===== config.mk =====
export PLATFORM = sky130hd
export DESIGN_NAME = frame_header_deframer_unit
export DESIGN_NICKNAME = d
export VERILOG_FILES = /design/src/rtl/core/fhd_pkg.sv /design/src/rtl/core/fhd_cfg_regs.sv /design/src/rtl/core/fhd_parser.sv /design/src/rtl/core/fhd_out_buf.sv /design/src/rtl/core/frame_header_deframer_unit.sv
export SDC_FILE = /design/constraint.sdc
export NUM_CORES = 1
export LEC_CHECK = 0
export BUFFER_PORTS_ARGS = -buffer_cell sky130_fd_sc_hd__buf_4
export CORE_UTILIZATION = 55
export DETAILED_ROUTE_END_ITERATION = 10
export GPL_TIMING_DRIVEN = 0
export PLACE_DENSITY = 0.74
export SKIP_LAST_GASP = 1
export SYNTH_ARGS = -nofsm -noshare
export SYNTH_HDL_FRONTEND = slang
export SYNTH_SLANG_ARGS = --single-unit
export TNS_END_PERCENT = 100

===== constraint.sdc =====
create_clock -name clk -period 12.3 [get_ports clk]
set_input_delay 3.69 -clock clk [delete_from_list [all_inputs] [get_ports clk]]
set_output_delay 3.69 -clock clk [all_outputs]
set_load 0.05 [all_outputs]

===== src/rtl/core/fhd_pkg.sv =====
// Frame header deframer: shared types, codes and constants.
// Used by every module of the deframer; depends on nothing.
`default_nettype none

package fhd_pkg;

  // Width of the length field that the block can carry
  localparam int LENGTH_BITS = 32;
  localparam logic [63:0] LEN_LIMIT = 64'((64'd1 << LENGTH_BITS) - 64'd1);

  localparam logic [7:0] MAGIC_FIRST  = 8'h51;
  localparam logic [7:0] MAGIC_SECOND = 8'h4c;

  // Header byte positions
  localparam logic [2:0] POS_MAGIC_FIRST  = 3'd0;
  localparam logic [2:0] POS_MAGIC_SECOND = 3'd1;
  localparam logic [2:0] POS_VERSION      = 3'd2;
  localparam logic [2:0] POS_TYPE         = 3'd3;
  localparam logic [2:0] POS_LEN_0        = 3'd4;
  localparam logic [2:0] POS_LEN_1        = 3'd5;
  localparam logic [2:0] POS_LEN_2        = 3'd6;
  localparam logic [2:0] POS_LEN_LAST     = 3'd7;

  // Event codes
  localparam logic [1:0] EV_HEADER  = 2'd0;
  localparam logic [1:0] EV_PAYLOAD = 2'd1;
  localparam logic [1:0] EV_ERROR   = 2'd2;

  // Status codes
  localparam logic [1:0] ST_OK        = 2'd0;
  localparam logic [1:0] ST_INVALID   = 2'd1;
  localparam logic [1:0] ST_VERSION   = 2'd2;
  localparam logic [1:0] ST_TOO_LARGE = 2'd3;

  // Configuration register indexes
  localparam logic [1:0] REG_PROTOCOL_VERSION = 2'd0;
  localparam logic [1:0] REG_TYPE_LOWEST      = 2'd1;
  localparam logic [1:0] REG_TYPE_HIGHEST     = 2'd2;
  localparam logic [1:0] REG_MAX_PAYLOAD      = 2'd3;

  typedef struct packed {
    logic [7:0]  protocol_version;
    logic [7:0]  type_lowest;
    logic [7:0]  type_highest;
    logic [31:0] max_payload;
  } cfg_t;

  typedef struct packed {
    logic [1:0]  event_res;
    logic [1:0]  status;
    logic [7:0]  frame_kind;
    logic [31:0] payload_bytes;
    logic [7:0]  payload_data;
    logic        last;
  } res_t;

  typedef struct packed {
    logic main_valid;
    logic skid_valid;
  } buf_status_t;

endpackage

`default_nettype wire


===== src/rtl/core/fhd_cfg_regs.sv =====
// Frame header deframer: configuration register file.
// Depends on fhd_pkg for the register indexes and the cfg_t struct.
`default_nettype none

module fhd_cfg_regs import fhd_pkg::*; (
  input  wire logic        clk,
  input  wire logic        rst,
  input  wire logic        cfg_we,
  input  wire logic [1:0]  cfg_index,
  input  wire logic [31:0] cfg_data,
  output cfg_t             cfg
);

  always_ff @(posedge clk) begin
    if (rst) begin
      cfg.protocol_version <= 8'd1;
      cfg.type_lowest      <= 8'd1;
      cfg.type_highest     <= 8'd255;
      cfg.max_payload      <= 32'd65536;
    end else if (cfg_we) begin
      unique case (cfg_index)
        REG_PROTOCOL_VERSION: cfg.protocol_version <= cfg_data[7:0];
        REG_TYPE_LOWEST:      cfg.type_lowest      <= cfg_data[7:0];
        REG_TYPE_HIGHEST:     cfg.type_highest     <= cfg_data[7:0];
        REG_MAX_PAYLOAD:      cfg.max_payload      <= cfg_data;
        default: ;
      endcase
    end
  end

endmodule

`default_nettype wire


===== src/rtl/core/fhd_parser.sv =====
// Frame header deframer: header checker and payload counter.
// Holds the parse state and forms at most one result per byte; depends on fhd_pkg.
`default_nettype none

module fhd_parser import fhd_pkg::*; (
  input  wire logic       clk,
  input  wire logic       rst,
  input  wire cfg_t       cfg,
  input  wire logic       take,
  input  wire logic [7:0] data_byte,
  output logic            res_valid,
  output res_t            res
);

  logic [2:0]  pos;
  logic [2:0]  pos_next;
  logic        in_payload;
  logic        in_payload_next;
  logic [7:0]  held_kind;
  logic [7:0]  held_kind_next;
  logic [31:0] held_length;
  logic [31:0] held_length_next;
  logic [31:0] bytes_left;
  logic [31:0] bytes_left_next;

  logic [31:0] left_dec;
  logic [31:0] len_new;
  logic        too_large;

  assign left_dec  = bytes_left - 32'd1;
  assign len_new   = {held_length[23:0], data_byte};
  assign too_large = (len_new > cfg.max_payload) || ({32'd0, len_new} > LEN_LIMIT);

  always_comb begin
    pos_next         = pos;
    in_payload_next  = in_payload;
    held_kind_next   = held_kind;
    held_length_next = held_length;
    bytes_left_next  = bytes_left;
    res_valid        = 1'b0;
    res              = '0;

    if (in_payload) begin
      bytes_left_next   = left_dec;
      in_payload_next   = (left_dec != 32'd0);
      res_valid         = 1'b1;
      res.event_res     = EV_PAYLOAD;
      res.frame_kind    = held_kind;
      res.payload_bytes = held_length;
      res.payload_data  = data_byte;
      res.last          = (left_dec == 32'd0);
    end else begin
      pos_next = pos + 3'd1;
      unique case (pos)
        POS_MAGIC_FIRST: begin
          if (data_byte != MAGIC_FIRST) begin
            res_valid  = 1'b1;
            res.status = ST_INVALID;
          end
        end
        POS_MAGIC_SECOND: begin
          if (data_byte != MAGIC_SECOND) begin
            res_valid  = 1'b1;
            res.status = ST_INVALID;
          end
        end
        POS_VERSION: begin
          if (data_byte != cfg.protocol_version) begin
            res_valid  = 1'b1;
            res.status = ST_VERSION;
          end
        end
        POS_TYPE: begin
          if (data_byte < cfg.type_lowest || data_byte > cfg.type_highest) begin
            res_valid  = 1'b1;
            res.status = ST_INVALID;
          end else begin
            held_kind_next   = data_byte;
            held_length_next = 32'd0;
          end
        end
        POS_LEN_0, POS_LEN_1, POS_LEN_2: begin
          held_length_next = len_new;
        end
        POS_LEN_LAST: begin
          held_length_next = len_new;
          res_valid        = 1'b1;
          if (too_large) begin
            res.status        = ST_TOO_LARGE;
            res.frame_kind    = held_kind;
            res.payload_bytes = len_new;
          end else begin
            bytes_left_next   = len_new;
            in_payload_next   = (len_new != 32'd0);
            res.event_res     = EV_HEADER;
            res.frame_kind    = held_kind;
            res.payload_bytes = len_new;
            res.last          = (len_new == 32'd0);
          end
        end
        default: ;
      endcase
      // Any error, and the end of a header, start a new hunt at the next byte
      if (res_valid) begin
        pos_next = POS_MAGIC_FIRST;
      end
      if (res_valid && res.status != ST_OK) begin
        res.event_res   = EV_ERROR;
        res.last        = 1'b1;
        in_payload_next = 1'b0;
      end
    end
  end

  always_ff @(posedge clk) begin
    if (rst) begin
      pos         <= POS_MAGIC_FIRST;
      in_payload  <= 1'b0;
      held_kind   <= 8'd0;
      held_length <= 32'd0;
      bytes_left  <= 32'd0;
    end else if (take) begin
      pos         <= pos_next;
      in_payload  <= in_payload_next;
      held_kind   <= held_kind_next;
      held_length <= held_length_next;
      bytes_left  <= bytes_left_next;
    end
  end

endmodule

`default_nettype wire


===== src/rtl/core/fhd_out_buf.sv =====
// Frame header deframer: result register with a skid stage.
// Parts the input side from the output stall; depends on fhd_pkg.
`default_nettype none

module fhd_out_buf import fhd_pkg::*; (
  input  wire logic  clk,
  input  wire logic  rst,
  input  wire logic  push,
  input  wire res_t  push_res,
  output logic       full,
  output logic       out_valid,
  input  wire logic  out_stall,
  output res_t       out_res,
  output buf_status_t st
);

  logic main_valid;
  logic skid_valid;
  res_t main_res;
  res_t skid_res;
  logic pop;

  assign pop       = main_valid && !out_stall;
  assign full      = skid_valid;
  assign out_valid = main_valid;
  assign out_res   = main_res;
  assign st        = '{main_valid: main_valid, skid_valid: skid_valid};

  always_ff @(posedge clk) begin
    if (rst) begin
      main_valid <= 1'b0;
      skid_valid <= 1'b0;
    end else if (skid_valid) begin
      // Input side is stalled: drain the skid item into the main register
      if (pop) begin
        main_valid <= 1'b1;
        skid_valid <= 1'b0;
      end
    end else if (push) begin
      if (!main_valid || pop) begin
        main_valid <= 1'b1;
      end else begin
        skid_valid <= 1'b1;
      end
    end else if (pop) begin
      main_valid <= 1'b0;
    end
  end

  always_ff @(posedge clk) begin
    if (skid_valid) begin
      if (pop) begin
        main_res <= skid_res;
      end
    end else if (push) begin
      if (!main_valid || pop) begin
        main_res <= push_res;
      end else begin
        skid_res <= push_res;
      end
    end
  end

endmodule

`default_nettype wire


===== src/rtl/core/frame_header_deframer_unit.sv =====
// Frame header deframer: top level.
// Ties together fhd_cfg_regs, fhd_parser and fhd_out_buf; depends on fhd_pkg.
//
// Usage:
//   Bytes enter on in_valid/in_stall with data_byte; an item is taken at a
//   clock edge with in_valid high and in_stall low. Each byte yields zero or
//   one result on out_valid/out_stall: header complete, payload byte or
//   header error, with status, frame_kind, payload_bytes, payload_data and
//   last. Header bytes that pass their check give no result.
//   Results reach the outputs from the result register (or via the skid entry).
//   Throughput: one byte per cycle unless in_stall is high; every byte needs one
//   compare and one counter update, combinational from the parse state registers.
//   Stall: the result register is backed by one skid entry. in_stall rises
//   only once both hold a result, i.e. at the earliest in the cycle after the
//   first stalled edge, and drops in the cycle after the output side takes a
//   result again.
//   Reset (rst, synchronous): the block hunts for a header, no results are
//   held, and the registers return to version 1, type range 1..255 and a
//   payload limit of 65536. Write registers through cfg_we/cfg_index/cfg_data
//   only while the block is idle.
`default_nettype none

module frame_header_deframer_unit import fhd_pkg::*; (
  input  wire logic        clk,
  input  wire logic        rst,
  input  wire logic        cfg_we,
  input  wire logic [1:0]  cfg_index,
  input  wire logic [31:0] cfg_data,
  input  wire logic        in_valid,
  output logic             in_stall,
  input  wire logic [7:0]  data_byte,
  output logic             out_valid,
  input  wire logic        out_stall,
  output logic [1:0]       event_res,
  output logic [1:0]       status,
  output logic [7:0]       frame_kind,
  output logic [31:0]      payload_bytes,
  output logic [7:0]       payload_data,
  output logic             last
);

  cfg_t        cfg;
  logic        take;
  logic        res_valid;
  res_t        res;
  res_t        out_res;
  logic        buf_full;
  buf_status_t buf_st;

  assign in_stall = buf_full;
  assign take     = in_valid && !buf_full;

  fhd_cfg_regs u_cfg (
    .clk       (clk),
    .rst       (rst),
    .cfg_we    (cfg_we),
    .cfg_index (cfg_index),
    .cfg_data  (cfg_data),
    .cfg       (cfg)
  );

  fhd_parser u_parser (
    .clk       (clk),
    .rst       (rst),
    .cfg       (cfg),
    .take      (take),
    .data_byte (data_byte),
    .res_valid (res_valid),
    .res       (res)
  );

  fhd_out_buf u_buf (
    .clk       (clk),
    .rst       (rst),
    .push      (take && res_valid),
    .push_res  (res),
    .full      (buf_full),
    .out_valid (out_valid),
    .out_stall (out_stall),
    .out_res   (out_res),
    .st        (buf_st)
  );

  assign event_res     = out_res.event_res;
  assign status        = out_res.status;
  assign frame_kind    = out_res.frame_kind;
  assign payload_bytes = out_res.payload_bytes;
  assign payload_data  = out_res.payload_data;
  assign last          = out_res.last;

  a_skid_needs_main: assert property (@(posedge clk) disable iff (rst)
    buf_st.skid_valid |-> buf_st.main_valid)
    else $error("skid entry held while result register is empty");

  a_error_is_last: assert property (@(posedge clk) disable iff (rst)
    (out_valid && event_res == EV_ERROR) |-> (last && status != ST_OK))
    else $error("header error without last or status");

  a_ok_status: assert property (@(posedge clk) disable iff (rst)
    (out_valid && event_res != EV_ERROR) |-> (status == ST_OK))
    else $error("non-error result carries an error status");

  a_stall_cause: assert property (@(posedge clk) disable iff (rst)
    $rose(in_stall) |-> $past(out_valid && out_stall))
    else $error("input stalled without an output stall");

endmodule

`default_nettype wire


==> results.toml <==
[critical_path]
cp_max_fo = 28
required_ns = 12.52
start_kind = "input port"
crit_arrival_ns = 7.31
reg2reg_depth = 11
crit_chain = "clkbuf_1, inv_1, ha_1, nand4_1, inv_1, a211oi_1, o31ai_1, and3_1, clkbuf_1, nand2b_1, nand2_1, a21boi_4, buf_12"
worstSetupEndpoint = "u_buf.out_res[48]"
crit_slowest_cell = "a21boi_4"
regToRegEndpoint = "u_buf.out_res[0]"
timing.rr.start = "u_parser.bytes_left[0]"
worst-setup-path-type = "input port to flip-flop"
cpPeakStageDelay_ns = 0.82
end_kind = "flip-flop"
crit_start = "data_byte[0]"
ff2ff_setup_slack_ns = 8.61

[clock_network]
cts_tree = "yes"
cts_buffers = 26
ctsHoldBuffers = 0
post_cts_resized = 0
cts_setup_buffers = 0
cts_max_level = 1
cts_root_buf = "clkbuf_16"
clkTransAtPathRegs_ns = 0.06
clock_path_buffers = 3
clk-insertion-delay-late_ns = 0.53
cts_sinks = 240

[cells_and_area]
layout_commonest_cell = "nand2_1"
drive_gt1_share_pct = 15.9
final_util_pct = 65.7
antenna_cells = 0
layout.nets = 1490
final_cells = 1682
final_cell_mix = "193 x nand2_1, 134 x dfxtp_1, 122 x a21oi_1"
final.fill_count = 1789
synthToLayoutAreaGrowth_pct = 16.4

[die]
rows = 53
core_region_area_um2 = 21200
start_util_pct = 56.5
die_y_um = 150
io_pins = 102
dieWidth_um = 150
die_area_um2 = 22400

[synthesis]
yosysWarnings = 0
syn_area_um2 = 12000
ys_types = 67
synthesis.nets = 1361
ys.flop_type = "dfxtp_1"
seq_area_frac_synth_pct = 49.0
synth_edf_count = 106
synth_seq_cells = 240
syn_area_per_cell_um2 = 9.52
synth_area_leader_cell = "edfxtp_1"
synth_top_area_share_pct = 26.6
ys_top_cells_by_area = "edfxtp_1 27%, dfxtp_1 22%, nand2_1 6.0%"
synth_cells = 1259
ys_async_sr_fraction_pct = 0

[sta]
worst_pin_slew_ns = 0.952
fin_crit_sh_pct = 57.7
fin_setup_tns_ns = 0
max-slew-margin-rel_pct = 36.4
hold_viol = 0
slew_viol_final = 0
setup_violations = 0
holdWs_ns = 0.444
rsz0062_at_grt = "no"
clock-skew-final_ns = 0.0120
fin_crit_ns = 7.10
max_freq_ghz = 0.141

[global_route]
track_usage_pct = 30.6
antenna_found_initial = 0
grt.overflow.total = 0
grt_pass1_wl_um = 52700
grt_start_max_net_pins = 37
grt_pass1_vias = 9554

[min_path]
hp-class = "flip-flop to flip-flop"

[pwr]
p_leak_uw = 0.00531
p_total_uw = 1780
power_density_nw_per_um2 = 127
vdd_ir_drop_max_v = 0.0000943

[drt]
antenna_left = 0
drt_pass1_iterations = 7
num_vias = 10100
wl_per_cell_um = 19.9
drtIter0Drc = 1088
viasPerCell = 6.01
drc = 0
finalWirelength_um = 33500

[run_status]
outcome = "complete, no violations"

[place]
place_hpwl_um = 24300
port_buffers = 99
dp_cells = 1635
gp_congestion = 0.938

[job]
drv_cap = 0
[per-stage QoR]
step / setup slack, ns / instance area, µm²
detailed placement: 4.68 / 13100
CTS: 5.19 / 13900
global placement: 0.486 / 13100
finish: 5.20 / 13900
global route: 5.00 / 13900
floorplan: 2.58 / 12000
[final cells by class]
class	instances	area [µm²]	area share [%]
sequential	240	5870	42.1
timing repair buffer	101	783	5.62
clock inverter	17	130	0.933
tap	275	344	2.47
buffer	84	327	2.34
clock buffer	30	687	4.93
multi-input combinational	877	5590	40.1
inverter	58	218	1.56
[cells by family (layout without fill, tap and decap cells)]
| group | Yosys count | in the layout | share of synthesized area (%) |
|---|---|---|---|
| adder cells (fa/ha/maj) | 55 | 55 | 5.74 |
| flip-flops | 240 | 240 | 49.0 |
| multiplexers | 70 | 70 | 6.42 |
| AND/OR/NAND/NOR | 457 | 457 | 18.7 |
| XOR/XNOR | 12 | 12 | 0.877 |
| AO/OA/AOI/OAI | 283 | 283 | 14.8 |
| buffers and inverters | 142 | 290 | 4.54 |
[critical path, delay by kind of cell]
kind,cells,cell delay (ns)
compound gates,3,1.26
fa+ha+maj,1,0.37
buf+inv,5,1.31
simple gates,4,0.65
[layer usage]
metal / wire [µm] / global-route usage [%] / vias to the layer above
li1: - / - / 4787
met1: 14900 / 42.9 / 4782
met2: 14800 / 47.8 / 450
met3: 2660 / 4.97 / 87
met4: 1190 / 10.1 / 0
met5: 0 / 0 / -
[cells in the mapped netlist (10+ instances only)]
cell type  number
o22ai_1        24
nand2b_1       10
nand4_1        20
nor3_1         19
inv_1          58
nand2_1       193
nand3_1        41
clkbuf_1       73
nor2_1         62
and2_1         16
nand3b_1       10
o21ai_0        34
a22o_1         24
dfxtp_1       134
nor2b_1        30
mux2i_1        15
xnor2_1        12
edfxtp_1      106
a21oi_1       122
mux2_2         55
ha_1           55
a31oi_1        14
nor4_1         17
[state kept, by name, summed over array words and instances (netlist names)]
register / flops
u_parser.bytes_left: 32
u_buf.out_res: 53
u_buf.skid_res: 53
u_buf.full: 1
u_parser.in_payload: 1
u_cfg.cfg: 56
u_parser.held_kind: 8
u_parser.held_length: 32
u_buf.out_valid: 1
u_parser.pos: 3
[power by group]
group | internal [µW] | switching, µW
Combinational | 54.5 | 115
Sequential | 854 | 8.33
Clock | 422 | 323
[worst min-delay path by stage]
stage	start	end	slack, ns	cells past startpoint
after detailed placement	u_parser.in_payload	u_buf.skid_res[51]	0.43	0
after CTS	u_parser.in_payload	u_buf.skid_res[51]	0.44	0
after floorplan	u_parser.in_payload	u_buf.skid_res[51]	0.41	0
after global routing	u_parser.in_payload	u_buf.skid_res[51]	0.46	0
final	u_parser.in_payload	u_buf.skid_res[51]	0.44	0
after global placement	u_parser.in_payload	u_buf.skid_res[51]	0.42	0
No activity file was read; power rests on OpenSTA's default activity.
